### src/hdl/ipv4_ethernet_tx_framer_core_macros.svh
// Assertion macros for the IPv4 Ethernet transmit framer.
// Included by the modules that carry concurrent assertions; expects clk and rst_n in scope.
`ifndef IPV4_ETHERNET_TX_FRAMER_CORE_MACROS_SVH
`define IPV4_ETHERNET_TX_FRAMER_CORE_MACROS_SVH
`ifndef ASSERT_OFF
`define TXF_ASSERT(label, prop, msg) \
  label: assert property (@(posedge clk) disable iff (!rst_n) prop) else $error(msg);
`define TXF_ASSERT_ALWAYS(label, prop, msg) \
  label: assert property (@(posedge clk) prop) else $error(msg);
`else
`define TXF_ASSERT(label, prop, msg)
`define TXF_ASSERT_ALWAYS(label, prop, msg)
`endif
`endif

### src/hdl/txf_pkg.sv
// Shared types and constants of the IPv4 Ethernet transmit framer.
// No dependencies; used by every module of the block.
`default_nettype none

package txf_pkg;

  localparam int FRAME_MAX = 1514;
  localparam int HDR_BYTES = 34;
  localparam int HDR_BITS  = 8 * HDR_BYTES;
  localparam int HCNT_W    = $clog2(HDR_BYTES);
  localparam int FLEN_W    = 14;
  localparam int SUM_W     = 19;
  localparam int CK_WORDS  = 7;

  localparam int QAW       = 2;
  localparam int QDEPTH    = 1 << QAW;
  localparam int QCNT_W    = QAW + 1;

  localparam logic REQ_START = 1'b0;
  localparam logic REQ_DATA  = 1'b1;

  localparam logic [1:0] ST_OK       = 2'd0;
  localparam logic [1:0] ST_TOO_BIG  = 2'd1;
  localparam logic [1:0] ST_NO_FRAME = 2'd2;

  localparam logic [1:0] CFG_OWN_MAC = 2'd0;
  localparam logic [1:0] CFG_OWN_IP  = 2'd1;
  localparam logic [1:0] CFG_TTL     = 2'd2;

  localparam logic [7:0]  TTL_RESET   = 8'd64;
  localparam logic [15:0] ETHERTYPE   = 16'h0800;
  localparam logic [7:0]  VER_IHL     = 8'h45;
  localparam logic [47:0] MAC_BCAST   = 48'hFFFF_FFFF_FFFF;
  localparam logic [15:0] IP_HDR_LEN  = 16'd20;

  typedef struct packed {
    logic        req_type;
    logic [31:0] dest_ip;
    logic [7:0]  protocol;
    logic [11:0] pay_len;
    logic [47:0] next_hop_mac;
    logic        mac_valid;
    logic [7:0]  data_byte;
  } in_data_t;

  typedef struct packed {
    logic [7:0] frame_byte;
    logic       frame_last;
    logic [1:0] status;
  } out_data_t;

  typedef struct packed {
    logic [47:0] own_mac;
    logic [31:0] own_ip;
    logic [7:0]  ttl_value;
  } cfg_t;

  typedef enum logic [1:0] {
    CMD_HDR,
    CMD_DATA,
    CMD_ERR_BIG,
    CMD_ERR_NOFRAME
  } cmd_kind_t;

  typedef struct packed {
    cmd_kind_t   kind;
    logic [31:0] dest_ip;
    logic [7:0]  protocol;
    logic [11:0] plen;
    logic [47:0] dmac;
    logic [7:0]  dbyte;
    logic        last;
  } cmd_t;

endpackage

`default_nettype wire

### src/hdl/txf_front.sv
// Front end of the framer: accepts requests, tracks the open frame and classifies each request.
// Depends on txf_pkg.
`default_nettype none

module txf_front (
  input  wire logic             clk,
  input  wire logic             rst_n,
  input  wire logic             in_valid,
  output logic                  in_stall,
  input  wire txf_pkg::in_data_t in_data,
  input  wire logic             q_full,
  output logic                  q_push,
  output txf_pkg::cmd_t         q_wdata
);

  logic [11:0]               bytes_left_r;
  logic [11:0]               bytes_left_nxt;
  logic [txf_pkg::FLEN_W-1:0] frame_len;
  logic                      too_big;

  assign in_stall = q_full;
  assign q_push   = in_valid && !q_full;

  assign frame_len = txf_pkg::FLEN_W'(txf_pkg::HDR_BYTES)
                   + {{(txf_pkg::FLEN_W-12){1'b0}}, in_data.pay_len};
  assign too_big   = frame_len > txf_pkg::FLEN_W'(txf_pkg::FRAME_MAX);

  always_comb begin
    q_wdata         = '0;
    q_wdata.dest_ip = in_data.dest_ip;
    q_wdata.protocol = in_data.protocol;
    q_wdata.plen    = in_data.pay_len;
    q_wdata.dmac    = in_data.mac_valid ? in_data.next_hop_mac : txf_pkg::MAC_BCAST;
    q_wdata.dbyte   = in_data.data_byte;
    bytes_left_nxt  = bytes_left_r;
    if (in_data.req_type == txf_pkg::REQ_START) begin
      // A start request always abandons whatever frame was open.
      if (too_big) begin
        q_wdata.kind   = txf_pkg::CMD_ERR_BIG;
        bytes_left_nxt = '0;
      end else begin
        q_wdata.kind   = txf_pkg::CMD_HDR;
        q_wdata.last   = (in_data.pay_len == '0);
        bytes_left_nxt = in_data.pay_len;
      end
    end else if (bytes_left_r == '0) begin
      q_wdata.kind = txf_pkg::CMD_ERR_NOFRAME;
    end else begin
      q_wdata.kind   = txf_pkg::CMD_DATA;
      q_wdata.last   = (bytes_left_r == 12'd1);
      bytes_left_nxt = bytes_left_r - 12'd1;
    end
  end

  always_ff @(posedge clk) begin
    if (!rst_n) begin
      bytes_left_r <= '0;
    end else if (q_push) begin
      bytes_left_r <= bytes_left_nxt;
    end
  end

endmodule

`default_nettype wire

### src/hdl/txf_queue.sv
// Short command queue between the framer front end and back end.
// Depends on txf_pkg and the assertion macro header.
`default_nettype none
`include "ipv4_ethernet_tx_framer_core_macros.svh"

module txf_queue (
  input  wire logic          clk,
  input  wire logic          rst_n,
  input  wire logic          push,
  input  wire txf_pkg::cmd_t wdata,
  input  wire logic          pop,
  output logic               full,
  output logic               not_empty,
  output txf_pkg::cmd_t      head
);

  txf_pkg::cmd_t                mem [txf_pkg::QDEPTH];
  logic [txf_pkg::QAW-1:0]      wr_ptr_r;
  logic [txf_pkg::QAW-1:0]      rd_ptr_r;
  logic [txf_pkg::QCNT_W-1:0]   count_r;

  assign full      = (count_r == txf_pkg::QCNT_W'(txf_pkg::QDEPTH));
  assign not_empty = (count_r != '0);
  assign head      = mem[rd_ptr_r];

  always_ff @(posedge clk) begin
    if (push) begin
      mem[wr_ptr_r] <= wdata;
    end
  end

  always_ff @(posedge clk) begin
    if (!rst_n) begin
      wr_ptr_r <= '0;
      rd_ptr_r <= '0;
      count_r  <= '0;
    end else begin
      if (push) begin
        wr_ptr_r <= wr_ptr_r + 1'b1;
      end
      if (pop) begin
        rd_ptr_r <= rd_ptr_r + 1'b1;
      end
      unique case ({push, pop})
        2'b10:   count_r <= count_r + 1'b1;
        2'b01:   count_r <= count_r - 1'b1;
        default: count_r <= count_r;
      endcase
    end
  end

  `TXF_ASSERT(a_no_overflow, !(push && full), "queue written while full")
  `TXF_ASSERT(a_no_underflow, !(pop && !not_empty), "queue read while empty")
  `TXF_ASSERT(a_count_bound, count_r <= txf_pkg::QCNT_W'(txf_pkg::QDEPTH),
              "queue count out of range")

endmodule

`default_nettype wire

### src/hdl/txf_back.sv
// Back end of the framer: turns queued commands into frame bytes, with the header checksum
// accumulated while the first header bytes go out. Depends on txf_pkg and the macro header.
`default_nettype none
`include "ipv4_ethernet_tx_framer_core_macros.svh"

module txf_back (
  input  wire logic          clk,
  input  wire logic          rst_n,
  input  wire txf_pkg::cfg_t cfg,
  input  wire logic          q_valid,
  input  wire txf_pkg::cmd_t q_head,
  output logic               q_pop,
  output logic               out_valid,
  input  wire logic          out_stall,
  output txf_pkg::out_data_t out_data
);

  localparam logic [txf_pkg::HCNT_W-1:0] HdrLast = txf_pkg::HCNT_W'(txf_pkg::HDR_BYTES - 1);

  logic                          out_valid_r;
  txf_pkg::out_data_t            out_data_r;
  txf_pkg::out_data_t            out_data_nxt;
  logic [txf_pkg::HCNT_W-1:0]    hcnt_r;
  logic [txf_pkg::SUM_W-1:0]     sum_r;
  logic                          load;
  logic [15:0]                   ip_len;
  logic [15:0]                   ck_word;
  logic [16:0]                   fold1;
  logic [15:0]                   fold2;
  logic [15:0]                   checksum;
  logic [txf_pkg::HDR_BITS-1:0]  hdr_w;

  assign out_valid = out_valid_r;
  assign out_data  = out_data_r;

  // The output register refills whenever it is empty or being taken this cycle.
  assign load  = !out_valid_r || !out_stall;
  assign q_pop = load && q_valid && (q_head.kind != txf_pkg::CMD_HDR || hcnt_r == HdrLast);

  assign ip_len = txf_pkg::IP_HDR_LEN + {4'b0, q_head.plen};

  always_comb begin
    unique case (hcnt_r)
      txf_pkg::HCNT_W'(0): ck_word = {txf_pkg::VER_IHL, 8'h00};
      txf_pkg::HCNT_W'(1): ck_word = ip_len;
      txf_pkg::HCNT_W'(2): ck_word = {cfg.ttl_value, q_head.protocol};
      txf_pkg::HCNT_W'(3): ck_word = cfg.own_ip[31:16];
      txf_pkg::HCNT_W'(4): ck_word = cfg.own_ip[15:0];
      txf_pkg::HCNT_W'(5): ck_word = q_head.dest_ip[31:16];
      txf_pkg::HCNT_W'(6): ck_word = q_head.dest_ip[15:0];
      default:             ck_word = 16'h0000;
    endcase
  end

  // The sum of seven words stays below 2^19, so two end-around folds are enough.
  assign fold1    = {1'b0, sum_r[15:0]} + {14'b0, sum_r[18:16]};
  assign fold2    = fold1[15:0] + {15'b0, fold1[16]};
  assign checksum = ~fold2;

  // Identification and flags/fragment offset go out as four zero bytes.
  assign hdr_w = {q_head.dmac, cfg.own_mac, txf_pkg::ETHERTYPE, txf_pkg::VER_IHL, 8'h00,
                  ip_len, 32'h0000_0000, cfg.ttl_value, q_head.protocol, checksum,
                  cfg.own_ip, q_head.dest_ip};

  always_comb begin
    out_data_nxt = '0;
    unique case (q_head.kind)
      txf_pkg::CMD_HDR: begin
        out_data_nxt.frame_byte = hdr_w[txf_pkg::HDR_BITS - 1 - 8 * int'(hcnt_r) -: 8];
        out_data_nxt.frame_last = q_head.last && (hcnt_r == HdrLast);
        out_data_nxt.status     = txf_pkg::ST_OK;
      end
      txf_pkg::CMD_DATA: begin
        out_data_nxt.frame_byte = q_head.dbyte;
        out_data_nxt.frame_last = q_head.last;
        out_data_nxt.status     = txf_pkg::ST_OK;
      end
      txf_pkg::CMD_ERR_BIG: begin
        out_data_nxt.status = txf_pkg::ST_TOO_BIG;
      end
      txf_pkg::CMD_ERR_NOFRAME: begin
        out_data_nxt.status = txf_pkg::ST_NO_FRAME;
      end
    endcase
  end

  always_ff @(posedge clk) begin
    if (load && q_valid) begin
      out_data_r <= out_data_nxt;
    end
  end

  always_ff @(posedge clk) begin
    if (!rst_n) begin
      out_valid_r <= 1'b0;
      hcnt_r      <= '0;
      sum_r       <= '0;
    end else if (load) begin
      out_valid_r <= q_valid;
      if (q_valid && q_head.kind == txf_pkg::CMD_HDR) begin
        if (hcnt_r == HdrLast) begin
          hcnt_r <= '0;
          sum_r  <= '0;
        end else begin
          hcnt_r <= hcnt_r + 1'b1;
          if (hcnt_r < txf_pkg::HCNT_W'(txf_pkg::CK_WORDS)) begin
            sum_r <= sum_r + {3'b000, ck_word};
          end
        end
      end
    end
  end

  `TXF_ASSERT(a_hdr_in_progress,
              (hcnt_r != '0) |-> (q_valid && q_head.kind == txf_pkg::CMD_HDR),
              "header count runs without a header command")
  `TXF_ASSERT(a_hcnt_range, hcnt_r <= HdrLast, "header byte count out of range")
  `TXF_ASSERT(a_hdr_done_clears,
              (q_pop && q_head.kind == txf_pkg::CMD_HDR) |=> (hcnt_r == '0 && sum_r == '0),
              "header state not cleared after the last header byte")

endmodule

`default_nettype wire

### src/hdl/ipv4_ethernet_tx_framer_core.sv
// Channel  Ports                                    Direction  Moves
// in       in_valid, in_stall, in_data              input      one start or payload request
// out      out_valid, out_stall, out_data           output     one frame byte or error status
// cfg      cfg_valid, cfg_ready, cfg_index, cfg_data  input    one register write
//
// A start request that fits yields 34 header bytes, one too big an error status; every
// other request yields one result. One output byte register holds results; a four-entry
// command queue lets the front take requests while header bytes are still going out.
// Reset is synchronous and active low; ttl_value resets to 64, the addresses to zero.
// Either side may stall at any cycle; in_stall rises only when the command queue is full.
// Top level of the IPv4 Ethernet transmit framer; holds the configuration registers.
// Depends on txf_pkg, txf_front, txf_queue and txf_back.
`default_nettype none

module ipv4_ethernet_tx_framer_core (
  input  wire logic              clk,
  input  wire logic              rst_n,
  input  wire logic              in_valid,
  output logic                   in_stall,
  input  wire txf_pkg::in_data_t in_data,
  output logic                   out_valid,
  input  wire logic              out_stall,
  output txf_pkg::out_data_t     out_data,
  input  wire logic              cfg_valid,
  output logic                   cfg_ready,
  input  wire logic [1:0]        cfg_index,
  input  wire logic [47:0]       cfg_data
);

  txf_pkg::cfg_t cfg_r;
  logic          q_full;
  logic          q_push;
  logic          q_pop;
  logic          q_valid;
  txf_pkg::cmd_t q_wdata;
  txf_pkg::cmd_t q_head;

  assign cfg_ready = 1'b1;

  always_ff @(posedge clk) begin
    if (!rst_n) begin
      cfg_r.own_mac   <= '0;
      cfg_r.own_ip    <= '0;
      cfg_r.ttl_value <= txf_pkg::TTL_RESET;
    end else if (cfg_valid && cfg_ready) begin
      unique case (cfg_index)
        txf_pkg::CFG_OWN_MAC: cfg_r.own_mac   <= cfg_data;
        txf_pkg::CFG_OWN_IP:  cfg_r.own_ip    <= cfg_data[31:0];
        txf_pkg::CFG_TTL:     cfg_r.ttl_value <= cfg_data[7:0];
        default:              cfg_r           <= cfg_r;
      endcase
    end
  end

  txf_front u_front (
    .clk      (clk),
    .rst_n    (rst_n),
    .in_valid (in_valid),
    .in_stall (in_stall),
    .in_data  (in_data),
    .q_full   (q_full),
    .q_push   (q_push),
    .q_wdata  (q_wdata)
  );

  txf_queue u_queue (
    .clk       (clk),
    .rst_n     (rst_n),
    .push      (q_push),
    .wdata     (q_wdata),
    .pop       (q_pop),
    .full      (q_full),
    .not_empty (q_valid),
    .head      (q_head)
  );

  txf_back u_back (
    .clk       (clk),
    .rst_n     (rst_n),
    .cfg       (cfg_r),
    .q_valid   (q_valid),
    .q_head    (q_head),
    .q_pop     (q_pop),
    .out_valid (out_valid),
    .out_stall (out_stall),
    .out_data  (out_data)
  );

endmodule

`default_nettype wire

### config.mk
export PLATFORM = sky130hd
export DESIGN_NAME = ipv4_ethernet_tx_framer_core
export DESIGN_NICKNAME = d
export VERILOG_FILES = /design/src/hdl/txf_pkg.sv /design/src/hdl/txf_front.sv /design/src/hdl/txf_queue.sv /design/src/hdl/txf_back.sv /design/src/hdl/ipv4_ethernet_tx_framer_core.sv
export VERILOG_INCLUDE_DIRS = /design/src /design/src/hdl
export SDC_FILE = /design/constraint.sdc
export NUM_CORES = 1
export LEC_CHECK = 0
export ABC_CLOCK_PERIOD_IN_PS = 6700
export BUFFER_PORTS_ARGS = -buffer_cell sky130_fd_sc_hd__buf_2
export CORE_MARGIN = 4
export CORE_UTILIZATION = 42
export DETAILED_ROUTE_END_ITERATION = 10
export GPL_TIMING_DRIVEN = 0
export SLEW_MARGIN = 20
export SYNTH_ARGS = -nofsm -noshare
export SYNTH_HDL_FRONTEND = slang
export SYNTH_SLANG_ARGS = --single-unit
### constraint.sdc
create_clock -name clk -period 6.7 [get_ports clk]
set_clock_uncertainty 0.15 [all_clocks]
set_input_delay 0 -clock clk [delete_from_list [all_inputs] [get_ports clk]]
set_output_delay 0 -clock clk [all_outputs]
set_load 0.02 [all_outputs]
==> results of run 1 <==
-- power groups by stage --
| stage | Sequential, uW | Clock [uW] | Combinational, uW |
|---|---|---|---|
| finish | 4570 | 3490 | 2930 |
| global placement | 4700 | 0 | 2750 |
| floorplan | 4660 | 0 | 1690 |
| detailed placement | 4640 | 0 | 2830 |
| CTS | 4560 | 3550 | 2940 |
| global route | 4590 | 3720 | 3120 |
-- Yosys cell counts (all sizes together) (36+ instances only) --
cell type / number
mux2i: 37
mux4: 137
nand2b: 57
a21oi: 57
clkbuf: 74
buf: 40
nand2: 261
ha: 36
a21boi: 91
a22oi: 40
dfxtp: 135
edfxtp: 455
o21ai: 54
nor2: 53
-- through the flow --
stage               setup TNS [ns]  total power [uW]  cells
floorplan                        0              6352   1916
global placement            -3.122              7453   2937
detailed placement         -0.5530              7472   2947
CTS                              0             11060   3284
global route                     0             11430   3286
finish                           0             10990   3286
-- registers in the layout, indices dropped and copies added (netlist names), named ones only --
signal / flops
u_front.bytes_left_r: 12
u_back.sum_r: 19
u_queue.mem: 444
u_queue.wr_ptr_r: 2
u_back.out_valid: 1
u_back.hcnt_r: 6
u_queue.rd_ptr_r: 2
cfg_r: 88
u_queue.count_r: 3
u_back.out_data: 11
-- repair_timing --
item                                    4_1_cts  5_1_grt
gates resized for setup                       0        1
pin swaps                                     0        0
hold endpoints to repair                    558        0
hold buffers                                224        0
endpoints found under the setup margin        3        2
-- cell families (layout without fill, tap and decap cells) --
group                      after synthesis  after routing  synth area share
DFF                                    590            590            0.6139
and+or+nand+nor                        545            545           0.09833
AOI/OAI and AO/OA                      373            373           0.09804
muxes                                  176            176            0.1305
buffers and inverters                  141            663           0.02323
xor gates and xnor gates                51             51           0.01675
adders and majority gates               39             39           0.01915
other                                    1              3         0.0001407
-- area by class of cell --
| type | instances | area (sq um) | area share |
|---|---|---|---|
| inverters | 27 | 101.3 | 0.003056 |
| clock buffers | 73 | 1614 | 0.04866 |
| flip-flops and latches | 590 | 16370 | 0.4934 |
| well taps | 846 | 1059 | 0.03191 |
| diodes | 2 | 5.005 | 0.0001509 |
| multi-input cells | 1185 | 9691 | 0.2922 |
| repair buffers | 409 | 3363 | 0.1014 |
| clock inverters | 42 | 452.9 | 0.01366 |
| plain buffers | 112 | 516.7 | 0.01558 |
-- worst min-delay path by stage --
stage,startpoint,endpoint,slack [ns],cells after the start
after global placement,in_data[79],u_queue.mem[3][79],0.06,1
after detailed placement,in_data[0],u_queue.mem[2][1],0.07,1
after CTS,cfg_data[40],cfg_r[80],0.0007,4
after global routing,in_data[101],u_queue.mem[3][101],0.02,2
final,in_data[101],u_queue.mem[2][101],0.04,2
after floorplan,in_data[100],u_queue.mem[0][100],-0.05,0
-- routing by layer --
layer / wire length (microns) / GRT usage
met3: 5316 / 0.03525
met5: 0 / 0
met4: 2164 / 0.06716
met2: 40860 / 0.4171
met1: 36140 / 0.3391
==> impl_metrics.ini, run 1 <==
[power_and_ir_drop]
power.density_mw_per_mm2 = 331.2
p_int_uw = 7582
seqPwrFrac = 0.416
p_leak_uw = 0.01129
pwr-share-comb = 0.267
clockPowerShare = 0.318
irDropWorstVdd_mv = 0.2309
p_sw_frac = 0.3098
switching_power_uw = 3404

[setup_path]
worst-r2r-setup-slack_ns = 0.30
r2r_start = u_back.hcnt_r[0]
crit_slowest_cell = o41ai_1
critPathArrivalTime_ns = 6.81
worstPathCellList = inv_1, clkbuf_4, ha_1, and3_1, clkbuf_1, clkbuf_1, a22oi_1, o2111ai_1, ha_1, nor2b_1, o21a_1, o21ai_1, a211oi_1, o41ai_1, o21ai_0, or4b_1, nand3_1
crit_path_start = u_back.hcnt_r[0]
crit_required_ns = 7.11
reg2regPathDepth = 17
slowest_delay_ns = 0.60
r2r_end = u_back.sum_r[16]
cp.depth = 17
cp-end-kind = flop
endpoint = u_back.sum_r[16]
startpoint_type = flop
critPathTopFamily = compound AO/OA/AOI/OAI gates
cp_max_fo = 20
critPathBufInv = 4
critPathKind = reg2reg

[floorplan]
dieArea_sq_mm = 0.06757
die_h_microns = 259.9
die_w_microns = 259.9
core_sq_mm = 0.06297
boundaryPins = 179
start_util = 0.4234
row_count = 92

[final_layout]
nFillCells = 5267
design_area_sq_mm = 0.03317
layout_commonest_cell = edfxtp_1
area_growth_pct = 24.41
final_core_util = 0.5268
layout.nets = 2590
drive_gt1_frac = 0.1916
layout_common_cells = edfxtp_1, nand2_1, dlygate4sd3_1

[cts]
htree_levels = 2
cts_buffers = 61
clk_pin_slew_ns = 0.06
clock_path_buffers = 3
cts_tree = built
clk-insertion-delay-late_ns = 0.63
cts_sinks = 590
post-cts-setup-buffers = 0
cts-root-buf = clkbuf_16

[synth]
syn_inst = 1916
yosysTopAreaCell = edfxtp_1
yosysTopAreaCellShare = 0.5125
netlist_area_sq_mm = 0.02666
ys_seq_area_frac = 0.6139
synthTopCellsByArea = edfxtp_1, mux4_2, dfxtp_1
synth.avg_cell_area_sq_um = 13.91
ys_types = 86
synth_nets = 2120
synthArstFlopShare = 0
synth_ff_type = edfxtp_1
synth_edf_count = 455
synth-seq-cells = 590
ys_warn_count = 0

[placement]
hpwl_microns = 59940
place_ws_ns = -0.2803
dpl_cell_area_sq_mm = 0.02886
gp_congestion = 0.9863
port_buffers = 175

[timing]
fmax_ghz = 0.1563
holdWs_ns = 0.04224
relSlewSlack = 0.2655
setup_viol = 0
worst_slew_pin_slew_ns = 1.102
fin_crit_sh = 0.9549
maxSlewViolCount = 0
hold_violations = 0
fin_ws_ns = 0.3020
rsz0062_at_grt = false
period_needed_ns = 6.398

[outcome]
status = finished, final reports clean

[global_routing]
grt_pass1_vias = 18990
grt_pass1_wl_microns = 124500
antenna_found_initial = 2
grtUsageTotal = 0.2477
grt_overflow = 0
grt_start_max_net_pins = 44

[drt]
routed_wl_microns = 84480
initialDrtViolationCount = 1814
antenna_left = 0
firstDrtPassIters = 6
num_vias = 18742
wire_per_inst_microns = 25.71
routed_via_density = 5.704
drc = 0

[hold_path]
min_path_type = in2reg

[run]
maxCapViolations = 0
No activity file was read; power rests on OpenSTA's default activity.
==> run 2, diff against run 1 <==
--- a/config.mk
+++ b/config.mk
@@ -8,10 +8,11 @@
 export LEC_CHECK = 0
 export ABC_CLOCK_PERIOD_IN_PS = 6700
 export BUFFER_PORTS_ARGS = -buffer_cell sky130_fd_sc_hd__buf_2
-export CORE_MARGIN = 4
 export CORE_UTILIZATION = 42
 export DETAILED_ROUTE_END_ITERATION = 10
 export GPL_TIMING_DRIVEN = 0
+export PLACE_DENSITY = 0.59
+export REMOVE_ABC_BUFFERS = 1
 export SLEW_MARGIN = 20
 export SYNTH_ARGS = -nofsm -noshare
 export SYNTH_HDL_FRONTEND = slang
==> run 2 against run 1 <==
Net effect: register-to-register slack improved by 0.64 ns; setup slack improved by 0.64 ns; first-iteration DRC count fell by 13%; largest power group unchanged; highest routed layer is now met5; final cell count fell by 2.6%; clock power fell by 5%.
==> impl_metrics.ini, run 2 (same netlist as run 1, synthesis figures left out) <==
[placement]
hpwl_microns = 49950
gp_congestion = 0.9599
place_ws_ns = 1.127
port_buffers = 177

[setup_path]
critPathArrivalTime_ns = 6.09
critPathKind = reg2reg
cp-end-kind = flop
cp_max_fo = 44
startpoint_type = flop
crit_required_ns = 7.04
r2r_start = u_back.hcnt_r[1]
crit_path_start = u_back.hcnt_r[1]

[final_layout]
drive_gt1_frac = 0.1949
final-seq-area_sq_mm = 0.01638
nFillCells = 5299
multi_input_area_sq_mm = 0.009717
area_growth_pct = 24.09
largestRegisters = u_queue.mem x444, cfg_r x88, u_back.sum_r x19
regMostFlops = u_queue.mem
largest_reg_flops = 444
layout_commonest_cell = edfxtp_1
layout_common_cells = edfxtp_1, nand2_1, dlygate4sd3_1
layout.nets = 2513

[drt]
antenna_left = 0
routed_wl_microns = 75270
initialDrtViolationCount = 1576
firstDrtPassIters = 6
num_vias = 18063
wire_per_inst_microns = 23.53
routed_via_density = 5.646
drc = 0

[timing]
fin_ws_ns = 0.9453
period_needed_ns = 5.755
holdWs_ns = 0.02679
rsz0062_at_grt = false
fmax_ghz = 0.1738
worst_slew_pin_slew_ns = 1.081
relSlewSlack = 0.2774
fin_crit_sh = 0.8589
hold_violations = 0
maxSlewViolCount = 0
setup_viol = 0

[cts]
cts_buffers = 61
cts_sinks = 590
clock_path_buffers = 3
cts-root-buf = clkbuf_16
clk_pin_slew_ns = 0.06
post-cts-setup-buffers = 0
cts_tree = built
htree_levels = 2
clk-insertion-delay-late_ns = 0.64

[power_and_ir_drop]
power.density_mw_per_mm2 = 321.9
total_power_uw = 10650
irDropWorstVdd_mv = 0.2536
p_leak_uw = 0.01125

[hold_path]
min_path_type = in2reg
min_from = in_data[75]

[floorplan]
core_sq_mm = 0.06217
die_w_microns = 253.9
dieArea_sq_mm = 0.06449
die_h_microns = 253.9
start_util = 0.4288
row_count = 91
boundaryPins = 179

[run]
maxCapViolations = 0

[global_routing]
antenna_found_initial = 4
grtUsageTotal = 0.2347
grt_overflow = 0
grt_pass1_vias = 18285
grt_start_max_net_pins = 110
grt_pass1_wl_microns = 112400

[outcome]
status = finished, final reports clean
-- run 2: cell types whose count changed in the layout (fill, tap and decap cells not counted), moves of 5 or more --
cell / before / now
clkinvlp_4: 7 / 2
clkinv_1: 13 / 18
clkbuf_1: 81 / 9
dlygate4sd3_1: 224 / 238
buf_2: 193 / 175
buf_16: 6 / 15
buf_1: 7 / 0
-- run 2: timing repair --
action	in CTS	in global routing
hold buffers	238	0
hold endpoints to repair	582	0
gates resized for setup	0	0
-- run 2: stage by stage --
| stage | TNS (ns) | cells | instance area (sq um) | util |
|---|---|---|---|---|
| 2_1_floorplan | -14.95 | 1802 | 26140 | - |
| 3_3_place_gp | -127.15 | 2816 | 28070 | 0.4516 |
| 3_5_place_dp | 0 | 2845 | 28730 | 0.4621 |
| 4_1_cts | 0 | 3197 | 33070 | 0.5319 |
| 5_1_grt | 0 | 3199 | 33080 | 0.5321 |
| 6_report | 0 | 3199 | 33080 | 0.5321 |
-- run 2: final timing paths --
kind / end / slack (ns) / depth (start not counted)
worst max-delay path: u_back.sum_r[17] / 0.95 / 17
worst min-delay path: u_queue.mem[0][75] / 0.03 / 2
worst max register to register: u_back.sum_r[17] / 0.95 / 17
worst min register to register: cfg_r[56] / 0.32 / 2
-- run 2: layer usage --
metal | track usage | part of all wire
met3 | 0.03288 | 0.055
met2 | 0.3989 | 0.49
met5 | 0 | 0.00029
met1 | 0.3122 | 0.42
met4 | 0.06971 | 0.028
-- run 2: area by class of cell --
type,instances,area share
sequential,590,0.4952
clock buffer,74,0.04883
tap,837,0.03166
inverter,27,0.003139
clock inverter,40,0.01040
multi-input combinational,1185,0.2937
timing repair buffer,444,0.1169
antenna,2,0.0001513
-- run 2: worst max-delay path, cell delays in order (launching register included) --
cell and delay (ns):
dfxtp_4 0.46, buf_16 0.30, inv_4 0.32, ha_1 0.35, and3_1 0.49, a22oi_1 0.29, nand2_1 0.09, a221oi_1 0.50
inv_1 0.10, ha_1 0.31, a211o_1 0.31, a2111oi_0 0.74, o31ai_1 0.27, o211ai_1 0.28, a21boi_0 0.16, o21ai_0 0.23
xor2_1 0.16, nor2_1 0.05
-- run 2: report_power, final --
group	internal, uW	switching [uW]	total, uW
Clock	1870	1430	3300
Combinational	1150	1560	2700
Sequential	4410	229	4640
Total	7430	3220	10600
==> run 3, diff against run 2 <==
--- a/config.mk
+++ b/config.mk
@@ -7,7 +7,7 @@
 export NUM_CORES = 1
 export LEC_CHECK = 0
 export ABC_CLOCK_PERIOD_IN_PS = 6700
-export BUFFER_PORTS_ARGS = -buffer_cell sky130_fd_sc_hd__buf_2
+export BUFFER_PORTS_ARGS = -buffer_cell sky130_fd_sc_hd__buf_4
 export CORE_UTILIZATION = 42
 export DETAILED_ROUTE_END_ITERATION = 10
 export GPL_TIMING_DRIVEN = 0
==> run 3 against run 2 <==
Net effect: maximum frequency decreased by 2.1%; core utilization is 0.89 points higher; die area unchanged; combinational power increased by 3%; total power is 2.7% higher; sequential power hardly changed; clock power grew 7.0%; count of clock-buffer cells in the layout unchanged; final cell count unchanged; design area is 1.7% higher; wire length up 0.95%; critical endpoint unchanged; largest power group unchanged.
==> impl_metrics.ini, run 3 (same netlist as run 1, synthesis figures left out) <==
[drt]
initialDrtViolationCount = 1665
drc = 0
wire_per_inst_microns = 23.75
antenna_left = 0
firstDrtPassIters = 5
routed_wl_microns = 75980
routed_via_density = 5.696
num_vias = 18222

[setup_path]
crit_required_ns = 7.03
cp-end-kind = flop
critPathBufInv = 2
critPathTopFamily = compound AO/OA/AOI/OAI gates
critPathKind = reg2reg
startpoint_type = flop
cp_max_fo = 30
slowest_delay_ns = 0.67
worstPathCellList = inv_2, ha_1, and3_1, a22oi_1, nand2_1, a221oi_1, inv_1, ha_1, a211o_1, a2111oi_0, o31ai_1, o211ai_1, a21boi_0, o21ai_0, xor2_1, nor2_1
crit_path_frequent_cell = ha_1
critPathArrivalTime_ns = 6.21
crit_slowest_cell = dfxtp_4

[timing]
maxSlewViolCount = 0
rsz0062_at_grt = false
setup_viol = 0
hold_violations = 0
fmax_ghz = 0.1701
fin_ws_ns = 0.8219
worst_slew_pin_slew_ns = 1.070
relSlewSlack = 0.2846
period_needed_ns = 5.878
fin_crit_sh = 0.8773

[final_layout]
drive_gt1_frac = 0.1962
layout_common_cells = edfxtp_1, nand2_1, dlygate4sd3_1
final_cells = 3199
regMostFlops = u_queue.mem
final_core_util = 0.5410
area_growth_pct = 26.16
largestRegisters = u_queue.mem x444, cfg_r x88, u_back.sum_r x19
largest_reg_flops = 444
design_area_sq_mm = 0.03363
layout.nets = 2512
layout_commonest_cell = edfxtp_1

[placement]
hpwl_microns = 50300
gp_congestion = 0.9401
place_ws_ns = 1.048
place_inst = 2844
port_buffers = 177
dpl_cell_area_sq_mm = 0.02914

[cts]
cts_buffers = 60
cts_resized = 0
clk-insertion-delay-late_ns = 0.64
clk_pin_slew_ns = 0.06
cts_sinks = 590
htree_levels = 2
cts_tree = built
cts-root-buf = clkbuf_16
clock_path_buffers = 3

[run]
maxCapViolations = 0

[floorplan]
dieArea_sq_mm = 0.06449
die_h_microns = 253.9
die_w_microns = 253.9
start_util = 0.4288
row_count = 91
boundaryPins = 179
core_sq_mm = 0.06217

[global_routing]
grt_pass1_vias = 18307
grt_overflow = 0
grt_start_max_net_pins = 128
antenna_found_initial = 3
grtUsageTotal = 0.2370
grt_pass1_wl_microns = 113500

[power_and_ir_drop]
irDropWorstVdd_mv = 0.2510
power.density_mw_per_mm2 = 325.3
p_leak_uw = 0.01141

[outcome]
status = finished, final reports clean

[hold_path]
min_path_type = in2reg
[run 3: path summary, 6_finish.rpt]
kind,startpoint,end,slack [ns],depth (start not counted)
worst max-delay path,u_back.hcnt_r[0],u_back.sum_r[17],0.82,16
worst min-delay path,in_data[88],u_queue.mem[3][88],0.02,2
worst max register to register,u_back.hcnt_r[0],u_back.sum_r[17],0.82,16
worst min register to register,cfg_r[67],cfg_r[67],0.32,2
[run 3: power breakdown]
part / leakage [uW] / internal [uW] / switching, uW / total [uW]
clock network: 0.00100 / 2080 / 1450 / 3530
registers: 0.00521 / 4410 / 233 / 4640
logic: 0.00519 / 1190 / 1580 / 2770
total: 0.0114 / 7680 / 3260 / 10900
[run 3: worst reg2reg max path, cell delays in order (launching register included)]
cell and delay, ns:
dfxtp_4 0.67, inv_2 0.48, ha_1 0.45, and3_1 0.50, a22oi_1 0.30, nand2_1 0.08, a221oi_1 0.46, inv_1 0.09
ha_1 0.31, a211o_1 0.31, a2111oi_0 0.66, o31ai_1 0.28, o211ai_1 0.33, a21boi_0 0.19, o21ai_0 0.24, xor2_1 0.18
nor2_1 0.05
[run 3: repair_timing]
| item | 4_1_cts | 5_1_grt |
|---|---|---|
| hold buffers | 239 | 0 |
| buffers inserted | 0 | 0 |
| hold endpoints to repair | 578 | 0 |
[run 3: through the flow]
stage	setup TNS [ns]	total power, uW	hold WS [ns]
global route	0	11360	0.00005151
floorplan	-14.95	6374	-0.08806
finish	0	10940	0.01829
CTS	0	11020	0.0009738
detailed placement	0	7376	0.05411
global placement	-126.18	7438	0.04963
[run 3: metal layers]
metal / GRT usage / share of wire / vias to the layer above
li1: - / - / 8210
met1: 0.3190 / 0.42 / 9246
met2: 0.3913 / 0.49 / 629
met3: 0.04179 / 0.064 / 133
met4: 0.07212 / 0.028 / 4
met5: 0 / 0.00024 / -
[run 3: cell type report]
class	count	area, sq um
Sequential cell	590	16380
Antenna cell	2	5.005
Clock buffer	74	1594
Clock inverter	40	485.5
Multi-Input combinational cell	1185	9719
Fill cell	5210	28530
Tap cell	837	1047
Inverter	27	103.9
Timing Repair Buffer	444	4297
